==> src/hdl/position_to_velocity_controller_top_macros.svh <==
// ----------------------------------------------------------------------------
// position_to_velocity_controller_top_macros
// Assertion macros for the position to velocity controller.
// ----------------------------------------------------------------------------
`ifndef POSITION_TO_VELOCITY_CONTROLLER_TOP_MACROS_SVH
`define POSITION_TO_VELOCITY_CONTROLLER_TOP_MACROS_SVH
// Check that an implication holds at every clock edge outside reset.
`define PVC_ASSERT_IMPL(label, ante, cons) \
   label: assert property (@(posedge clock) disable iff (reset) (ante) |-> (cons)) \
      else $error("pvc check failed");
// Check that an implication holds in the cycle after its antecedent.
`define PVC_ASSERT_NEXT(label, ante, cons) \
   label: assert property (@(posedge clock) disable iff (reset) (ante) |=> (cons)) \
      else $error("pvc check failed");
`endif

==> src/hdl/pvc_pkg.sv <==
// ----------------------------------------------------------------------------
// pvc_pkg
// Shared constants, command codes and datapath control types.
// ----------------------------------------------------------------------------
package pvc_pkg;

   localparam int CordicSteps = 16;
   localparam int StepW = $clog2(CordicSteps + 1);

   localparam logic [1:0] CMD_REF  = 2'd0;
   localparam logic [1:0] CMD_POS  = 2'd1;
   localparam logic [1:0] CMD_ATT  = 2'd2;
   localparam logic [1:0] CMD_TICK = 2'd3;

   localparam logic [2:0] REG_GAIN_XY   = 3'd0;
   localparam logic [2:0] REG_GAIN_Z    = 3'd1;
   localparam logic [2:0] REG_GAIN_YAW  = 3'd2;
   localparam logic [2:0] REG_SPEED_LIM = 3'd3;
   localparam logic [2:0] REG_TURN_LIM  = 3'd4;
   localparam logic [2:0] REG_SMOOTHING = 3'd5;

   localparam logic signed [15:0] PiQ13     = 16'sd25736;
   localparam logic signed [15:0] HalfPiQ13 = 16'sd12868;

   // datapath operations
   localparam logic [3:0] OP_NONE    = 4'd0;
   localparam logic [3:0] OP_LOAD    = 4'd1;  // capture item, store coordinates
   localparam logic [3:0] OP_QPREP   = 4'd2;  // quaternion products
   localparam logic [3:0] OP_QROT    = 4'd3;  // quadrant pre-rotation
   localparam logic [3:0] OP_CSTEP   = 4'd4;  // one CORDIC step
   localparam logic [3:0] OP_QDONE   = 4'd5;  // store heading
   localparam logic [3:0] OP_SMX     = 4'd6;  // smooth_x product
   localparam logic [3:0] OP_SMY     = 4'd7;  // smooth_y product
   localparam logic [3:0] OP_SMFIN   = 4'd8;  // smooth write back
   localparam logic [3:0] OP_VEL     = 4'd9;  // gain products
   localparam logic [3:0] OP_RESULT  = 4'd10; // round, clamp, present

   typedef struct packed {
      logic [3:0] op;
      logic       is_ref;
   } cmd_type;

   typedef struct packed {
      logic [1:0] cmd;
      logic       cordic_last;
   } stat_type;

   function automatic logic signed [15:0] atan_entry(input logic [StepW-1:0] i);
      logic signed [15:0] v;
      begin
         unique case (i)
            0: v = 16'sd6434;
            1: v = 16'sd3798;
            2: v = 16'sd2007;
            3: v = 16'sd1019;
            4: v = 16'sd511;
            5: v = 16'sd256;
            6: v = 16'sd128;
            7: v = 16'sd64;
            8: v = 16'sd32;
            9: v = 16'sd16;
            10: v = 16'sd8;
            11: v = 16'sd4;
            12: v = 16'sd2;
            13: v = 16'sd1;
            default: v = 16'sd0;
         endcase
         return v;
      end
   endfunction

endpackage

==> src/hdl/pvc_ctrl.sv <==
// ----------------------------------------------------------------------------
// pvc_ctrl
// Sequencer: accepts one item, walks the datapath through its steps.
// ----------------------------------------------------------------------------
module pvc_ctrl
   import pvc_pkg::*;
(
   input  logic     clock,
   input  logic     reset,
   input  logic     item_valid,
   output logic     item_ready,
   input  logic     rsp_busy,
   input  stat_type stat,
   output cmd_type  cmd
);

   localparam logic [2:0] S_IDLE  = 3'd0;
   localparam logic [2:0] S_QPREP = 3'd1;
   localparam logic [2:0] S_QROT  = 3'd2;
   localparam logic [2:0] S_CORD  = 3'd3;
   localparam logic [2:0] S_QDONE = 3'd4;
   localparam logic [2:0] S_TICK  = 3'd5;

   logic [2:0] state_ff, state_in;
   logic [2:0] tick_ff, tick_in;

   assign item_ready = (state_ff == S_IDLE);

   always_comb begin
      state_in   = state_ff;
      tick_in    = tick_ff;
      cmd.op     = OP_NONE;
      cmd.is_ref = (stat.cmd == CMD_REF);
      unique case (state_ff)
         S_IDLE: begin
            if (item_valid) begin
               cmd.op = OP_LOAD;
               tick_in = 3'd0;
               state_in = (stat.cmd == CMD_POS) ? S_IDLE : S_QPREP;
            end
         end
         S_QPREP: begin
            // stat.cmd here reflects the captured item
            if (stat.cmd == CMD_TICK) begin
               state_in = S_TICK;
            end else begin
               cmd.op = OP_QPREP;
               state_in = S_QROT;
            end
         end
         S_QROT: begin
            cmd.op = OP_QROT;
            state_in = S_CORD;
         end
         S_CORD: begin
            cmd.op = OP_CSTEP;
            if (stat.cordic_last) state_in = S_QDONE;
         end
         S_QDONE: begin
            cmd.op = OP_QDONE;
            state_in = S_IDLE;
         end
         S_TICK: begin
            unique case (tick_ff)
               3'd0: cmd.op = OP_SMX;
               3'd1: cmd.op = OP_SMY;
               3'd2: cmd.op = OP_SMFIN;
               3'd3: cmd.op = OP_VEL;
               default: cmd.op = rsp_busy ? OP_NONE : OP_RESULT;
            endcase
            if (tick_ff < 3'd4) tick_in = tick_ff + 3'd1;
            else if (!rsp_busy) state_in = S_IDLE;
         end
         default: state_in = S_IDLE;
      endcase
   end

   always_ff @(posedge clock) begin
      if (reset) begin
         state_ff <= S_IDLE;
         tick_ff  <= 3'd0;
      end else begin
         state_ff <= state_in;
         tick_ff  <= tick_in;
      end
   end

endmodule

==> config.mk <==
export PLATFORM = sky130hd
export DESIGN_NAME = pvc_ctrl
export DESIGN_NICKNAME = d
export VERILOG_FILES = /design/src/hdl/position_to_velocity_controller_top_macros.svh /design/src/hdl/pvc_pkg.sv /design/src/hdl/pvc_ctrl.sv
export SDC_FILE = /design/constraint.sdc
export NUM_CORES = 1
export LEC_CHECK = 0
export BUFFER_PORTS_ARGS = -buffer_cell sky130_fd_sc_hd__buf_2
export CORE_AREA = 2 2 39 41
export DETAILED_ROUTE_END_ITERATION = 8
export DIE_AREA = 0 0 41 43
export GPL_ROUTABILITY_DRIVEN = 0
export SYNTH_ARGS = -nofsm -noshare
export SYNTH_HDL_FRONTEND = slang
export SYNTH_SLANG_ARGS = --single-unit
==> constraint.sdc <==
create_clock -name clock -period 1.3 [get_ports clock]
set_input_delay 0.065 -clock clock [delete_from_list [all_inputs] [get_ports clock]]
set_output_delay 0.065 -clock clock [all_outputs]
set_load 0.01 [all_outputs]
* Yosys cells after proc, flatten, opt, wreduce, memory -nomap -nowiden
Index checks and enable logic that the tools add are counted.
** Operators by class
- Add/sub/neg operators :: 1
- $mul :: 0
- Divide/modulo/power cells :: 0
- Order comparisons :: 1
- Eq/ne operators :: 15
- Shifts and indexed selects :: 0
- Muxes and demuxes :: 15
- Bitwise logic cells :: 0
- Reduce and logical (&&, ||, !) cells :: 6
** Operator list (number)
- $pmux 4 s6 :: 1
- $mux 3 :: 7
- $pmux 4 s4 :: 1
- $pmux 3 s5 :: 1
- $eq 3x2->1 const B :: 4
- $ne 2x2->1 const B :: 5
- $eq 3x1->1 const B :: 2
- $eq 3x3->1 const B :: 2
- $logic_not 3->1 :: 2
- $pmux 3 s2 :: 1
- $mux 4 :: 1
- $reduce_and 4->1 :: 1
- $add 3x1->3 const B :: 1
- $lt 3x3->1 const B :: 1
- $reduce_and 3->1 :: 1
- $eq 2x1->1 const B :: 1
- $eq 2x2->1 const B :: 1
- $logic_not 2->1 :: 1
- $mux 1 :: 2
- $mux 2 :: 1
- $reduce_bool 2->1 :: 1
** Word-level totals
- Flip-flop bits (word level) :: 6
- Latch bits :: 0
- Memory bits (writable) :: 0
- Bits in read-only memories :: 0
- Input bits :: 7
- Memories kept :: 0

* Logic depth before layout (Yosys ltp)
Gate-level depths: netlist of run 1.
- Depth after elaboration :: 4
- Gate-level depth with buffers :: 6
- Depth with buffers taken out :: 6

* Least setup slack after synthesis of run 1
Ideal clock, no wire load.
- Path type :: register to register
- Start :: register state_ff[2]
- End :: register state_ff[0]
- Library setup time :: 0.115 ns
- Data arrival time :: 1.134 ns
- Required time :: 1.185 ns
- Path slack :: 0.051 ns
- Cell stages (with the launch flop) :: 5
- Path buffers :: 0
- Clock period less this slack :: 1.249 ns
- Path through :: dfxtp_1 > or4_4 > o31ai_2 > or3_1 > a21oi_2
** Between the ends
- Longest elaborated chain between the ends :: 3
** RTL lines
- start, declared :: RTL line pvc_ctrl.sv:24 : logic [2:0] state_ff, state_in;
- start signal, assigned :: RTL line pvc_ctrl.sv:83 : state_ff <= state_in;
- $eq 3x3->1 (tied with other cells) :: RTL line pvc_ctrl.sv:34 : unique case (state_ff)
- $ne 2x2->1 (no source line)
- $reduce_and 4->1 (no source line)
Several ways; a longest one is shown, not always the timed one.
A chain may end at the register's enable or synchronous reset.

==> out/results.tsv, run 1 <==
metric	value	unit
status	complete, but fails checks	
failing checks	negative setup slack	
DP HPWL	849	um
final worst path period need	1.46	ns
Power Density	783	nW/um^2
Hold Path Class	in -> reg	
crit-path max FO	4	
commonest cells in the netlist	a21oi_1 (9), nand2_1 (9), nor2_1 (7), dfxtp_1 (6)	
synthesized flop and latch total	6	
Pleak	0.316	nW
Seq/Total Area, Yosys	24.1	%
Starting Density	36.1	%
largest net degree at the start of global routing	13	
WP data arrival	1.39	ns
layout cells sized above 1	52.3	%
Initial DRC Count	5	
Max Clk Rate	686	MHz
worst slew pin tran	0.248	ns
drt drc	0	
VDD IR-drop max	0.393	mV
RSZ-0062 raised after global routing	true	
P&R area growth vs syn	53.9	%
Worst Reg-to-Reg Cells	5	
Crit. End Element	output pin	
Worst-path clk slew	0.04	ns
Fill cells	137	
final instance area	768	sq um
Final Hold Fails	0	
worst skew pair latency	0.24	ns
clock tree from TritonCTS	built	
via count	529	
max_slew headroom	83.5	%
htree depth	1	
nets	102	
first-pass GRT wire length	1880	um
Root Buffer	clkbuf_4	
Antenna Cells	0	
setup ws final	-0.157	ns
fin. max-slew vios	0	
num rows	14	
antenna violations before repair	0	
die area	1760	sq um
DR pass1 iterations	2	
dominant synthesized flop cell	dfxtp_1	
Bufs on Longest Clock Path	2	
Netlist Area Pre-Place	499	sq um
die height	43	um
part of the cycle the worst path needs	112	%
post-synth cell types	25	
syn_area_per_cell	7.56	sq um
# clock sinks	6	
area post-placement	624	sq um
main area contributors after synthesis	dfxtp_1 (24%), ha_1 (13%), a21oi_1 (9.0%)	
worst hold stages	2	
Ys Warns	0	
CP Launch Type	flip-flop	
CTS Buf Count	3	
vias per cell	5.09	
Post-synth EDFFs	0	
Buffers on Ports	12	
syn_nets	78	
Post-synth ARST share	0	%
Worst R2R Setup Slack	0.02	ns
IO Count	13	
gr usage total	15.8	%
number of global-route vias before repair	467	
maximum capacitance violations	0	
Overflow after GRT	0	
Clock Skew	0.00134	ns
leading area contributor after synthesis	dfxtp_1	
Required @ worst endpoint	1.24	ns
Final Setup Violations	4	
Die W	41	um
Syn Inst Count	66	
final setup TNS	-0.504	ns
crit path kind	reg -> out	
CORE AREA	1380	sq um
top cell type's share of synthesized area	24.1	%
average routed wire per standard cell	11.9	um
final WL	1240	um
ANT nets after route	0	
-- stage by stage --
| step | hold slack, ns | total power, mW | instances | util, % | worst slack [ns] |
|---|---|---|---|---|---|
| floorplan | 0.127 | 0.353 | 66 | - | 0.0506 |
| finish | 0.0558 | 0.602 | 104 | 55.5 | -0.157 |
| CTS | 0.0484 | 0.603 | 103 | 53.8 | -0.156 |
| global placement | 0.319 | 0.431 | 99 | 45.1 | -0.0383 |
| global route | 0.0706 | 0.646 | 104 | 55.5 | -0.234 |
| detailed placement | 0.309 | 0.430 | 99 | 45.1 | -0.0386 |
-- power breakdown --
group	total (mW)	internal, mW	switching, mW
logic	0.235	0.108	0.126
registers	0.202	0.192	0.00945
clock network	0.165	0.104	0.0614
total	0.602	0.405	0.197
-- routing by layer --
metal  share of wire (%)  vias to the layer above  global-route usage, %
met2                  52                        8                   24.4
met4                 1.4                        0                   10.0
met3                 2.4                        2                   1.57
li1                    -                      280                      -
met1                  44                      239                   19.7
met5                   0                        -                      0
-- registers in the layout (all words and copies together), names as in the netlist --
register  count
state_ff      3
tick_ff       3
-- kinds of logic (layout without fill, tap and decap cells) --
family	Yosys count	count (layout)	synth area share, %
flops	6	6	24.1
simple gates	27	27	29.1
buf+inv	8	30	6.77
mux	2	2	4.01
compound gates	18	18	23.6
fa+ha+maj	5	5	12.5
-- critical path, stage by stage, from the launching register on --
cell,delay (ns)
dfxtp_4,0.36
ha_4,0.16
ha_4,0.16
a21oi_4,0.12
a21boi_2,0.07
o22ai_1,0.13
buf_2,0.14
-- final cells by class --
| cell class | instances | area (sq um) | area share [%] |
|---|---|---|---|
| timing repair buffer | 22 | 139 | 18.1 |
| inverter | 5 | 18.8 | 2.44 |
| sequential | 6 | 128 | 16.6 |
| multi-input combinational | 52 | 440 | 57.3 |
| tap | 16 | 20.0 | 2.61 |
| clock buffer | 3 | 22.5 | 2.93 |
-- cells in the final DEF, fill, tap and decap left out, drive strengths merged --
| cell type | synthesis | final |
|---|---|---|
| a21boi | 1 | 1 |
| a21oi | 10 | 10 |
| a22oi | 1 | 1 |
| and4bb | 1 | 1 |
| buf | 3 | 22 |
| clkbuf | 0 | 3 |
| dfxtp | 6 | 6 |
| ha | 5 | 5 |
| inv | 5 | 5 |
| mux2i | 2 | 2 |
| nand2 | 9 | 9 |
| nand3b | 2 | 2 |
| nor2 | 7 | 7 |
| nor2b | 1 | 1 |
| nor3 | 5 | 5 |
| o21ai | 2 | 2 |
| o21bai | 1 | 1 |
| o221ai | 1 | 1 |
| o22ai | 1 | 1 |
| o31ai | 1 | 1 |
| or3 | 1 | 1 |
| or4 | 1 | 1 |
-- path summary, 6_finish.rpt --
check                   start     endpoint
hold / removal          reset  state_ff[0]
hold reg to reg    tick_ff[1]   tick_ff[1]
setup reg to reg  state_ff[1]  state_ff[2]
setup / recovery   tick_ff[0]       cmd[2]
-- repair_timing --
action	in CTS	in global routing
pin swaps	4	1
setup buffers	1	1
hold buffers	0	0
endpoints found under the setup margin	4	7
gates resized for setup	21	3
(Power assumes the default switching activity.)
==> run 2: changes to the inputs <==
--- a/config.mk
+++ b/config.mk
@@ -7,9 +7,11 @@
 export LEC_CHECK = 0
 export BUFFER_PORTS_ARGS = -buffer_cell sky130_fd_sc_hd__buf_2
 export CORE_AREA = 2 2 39 41
+export CTS_BUF_LIST = sky130_fd_sc_hd__clkbuf_4 sky130_fd_sc_hd__clkbuf_8
 export DETAILED_ROUTE_END_ITERATION = 8
 export DIE_AREA = 0 0 41 43
 export GPL_ROUTABILITY_DRIVEN = 0
 export SYNTH_ARGS = -nofsm -noshare
 export SYNTH_HDL_FRONTEND = slang
 export SYNTH_SLANG_ARGS = --single-unit
+export TNS_END_PERCENT = 20
==> run 2 against run 1 <==
- the run still ends with negative setup slack left
- register-to-register slack is essentially flat
- utilization decreased by 0.81 points
- sequential share of layout area is 0.25 points higher
- global-route usage did not move
- combinational power down 3%
- largest power group unchanged
- flip-flop and latch count stayed put
- via count grew 0.38%
==> out/results.tsv, run 2 (synthesis results as in run 1) <==
metric	value	unit	change
status	complete, but fails checks		unchanged
failing checks	negative setup slack		unchanged
RSZ-0062 raised after global routing	true		unchanged
Power Density	786	nW/um^2	was 783 nW/um^2
Antenna Cells	0		unchanged
crit-path max FO	4		unchanged
crit path kind	reg -> out		unchanged
first-pass GRT wire length	1880	um	unchanged
Starting Density	36.1	%	unchanged
number of global-route vias before repair	463		was 467
num rows	14		unchanged
final instance area	757	sq um	was 768 sq um
largest net degree at the start of global routing	13		unchanged
htree depth	1		unchanged
worst skew pair latency	0.24	ns	about the same
Top Layer Used	met4		unchanged
gr usage total	15.8	%	unchanged
# clock sinks	6		unchanged
most frequent cells in the layout	buf_2 (12), nand2_1 (9), buf_4 (9)		unchanged
Initial DRC Count	5		unchanged
Worst-path clk slew	0.04	ns	about the same
maximum capacitance violations	0		unchanged
Crit. End Element	output pin		unchanged
DR pass1 iterations	2		unchanged
pre-CTS WS	-0.0386	ns	unchanged
Fill cells	137		unchanged
Root Buffer	clkbuf_4		unchanged
part of the cycle the worst path needs	112	%	about the same
Hold Path Class	in -> reg		unchanged
antenna violations before repair	0		unchanged
via count	531		was 529
die height	43	um	unchanged
fin. max-slew vios	0		unchanged
Min Hold Slack	0.0557	ns	was 0.0558 ns
clock tree from TritonCTS	built		unchanged
average routed wire per standard cell	12.0	um	was 11.9 um
Worst Reg-to-Reg Cells	4		was 5
Final Hold Fails	0		unchanged
CTS Buf Count	3		unchanged
setup ws final	-0.158	ns	was -0.157 ns
Max Clk Rate	686	MHz	about the same
VDD IR-drop max	0.392	mV	was 0.393 mV
Reg area	128	sq um	unchanged
layout cells sized above 1	51.1	%	was 52.3%
die area	1760	sq um	unchanged
area post-placement	624	sq um	unchanged
Bufs on Longest Clock Path	2		unchanged
nets	102		unchanged
M1 wire length	549	um	was 545 um
drt drc	0		unchanged
worst hold stages	2		unchanged
Overflow after GRT	0		unchanged
DR WL met3	30	um	unchanged
max_slew headroom	77.6	%	was 83.5%
Clock Skew	0.00134	ns	unchanged
ANT nets after route	0		unchanged
DP HPWL	849	um	unchanged
P&R area growth vs syn	51.6	%	was 53.9%
vias per cell	5.11		was 5.09
worst slew pin tran	0.335	ns	was 0.248 ns
WP data arrival	1.39	ns	about the same
final WL	1250	um	was 1240 um
Required @ worst endpoint	1.24	ns	about the same
Pleak	0.314	nW	was 0.316 nW
CORE AREA	1380	sq um	unchanged
CP Launch Type	flip-flop		unchanged
top flop regs	state_ff x3, tick_ff x3		unchanged
most common cell after layout, fill and taps aside	buf_2		unchanged
final worst path period need	1.46	ns	about the same
IO Count	13		unchanged
Final Setup Violations	4		unchanged
met2 wire length	651	um	was 641 um
Multi-input gate area	429	sq um	was 440 sq um
Buffers on Ports	12		unchanged
Die W	41	um	unchanged
-- run 2: final timing paths --
| path | endpoint | from | slack [ns] |
|---|---|---|---|
| worst min register to register | tick_ff[1] | tick_ff[1] | 0.54 |
| worst min-delay path | state_ff[0] | reset | 0.06 |
| worst max-delay path | cmd[2] | tick_ff[0] | -0.16 |
| worst max register to register | state_ff[0] | state_ff[1] | 0.02 |
-- run 2: worst max-delay path, cell delays in order, from the launching register on --
cell	delay [ns]
dfxtp_4	0.36
ha_4	0.16
ha_4	0.16
a21oi_4	0.12
a21boi_2	0.07
o22ai_1	0.13
buf_2	0.14
-- run 2: final cells by class --
class,instances,area share [%]
multi-input combinational,52,56.7
timing repair buffer,22,18.3
sequential,6,16.9
clock buffer,3,2.98
tap,16,2.64
inverter,5,2.48
-- run 2: through the flow --
| step | utilization, % | instances | power, mW | TNS [ns] |
|---|---|---|---|---|
| after floorplan | - | 66 | 0.353 | 0 |
| after global placement | 45.1 | 99 | 0.431 | -0.0383 |
| after detailed placement | 45.1 | 99 | 0.430 | -0.0386 |
| after CTS | 53.8 | 103 | 0.603 | -0.460 |
| after global routing | 54.7 | 104 | 0.636 | -0.910 |
| final | 54.7 | 104 | 0.595 | -0.504 |
-- run 2: routing by layer --
layer	global-route usage [%]	vias to the layer above
li1	-	282
met1	19.7	239
met2	24.4	8
met3	1.57	2
met4	10.0	0
met5	0	-
-- run 2: timing repair --
| item | in CTS | in global routing |
|---|---|---|
| hold buffers | 0 | 0 |
| pin swaps | 4 | 0 |
| buffers inserted | 1 | 1 |
| resized for setup | 21 | 1 |
| setup endpoints to repair | 4 | 7 |
| hold endpoints to repair | 0 | 0 |
-- run 2: report_power, final --
part / switching [mW] / leakage, nW / internal (mW)
Clock: 0.0614 / 0.0138 / 0.104
Sequential: 0.00966 / 0.0504 / 0.192
Combinational: 0.123 / 0.250 / 0.104
Total: 0.194 / 0.314 / 0.401
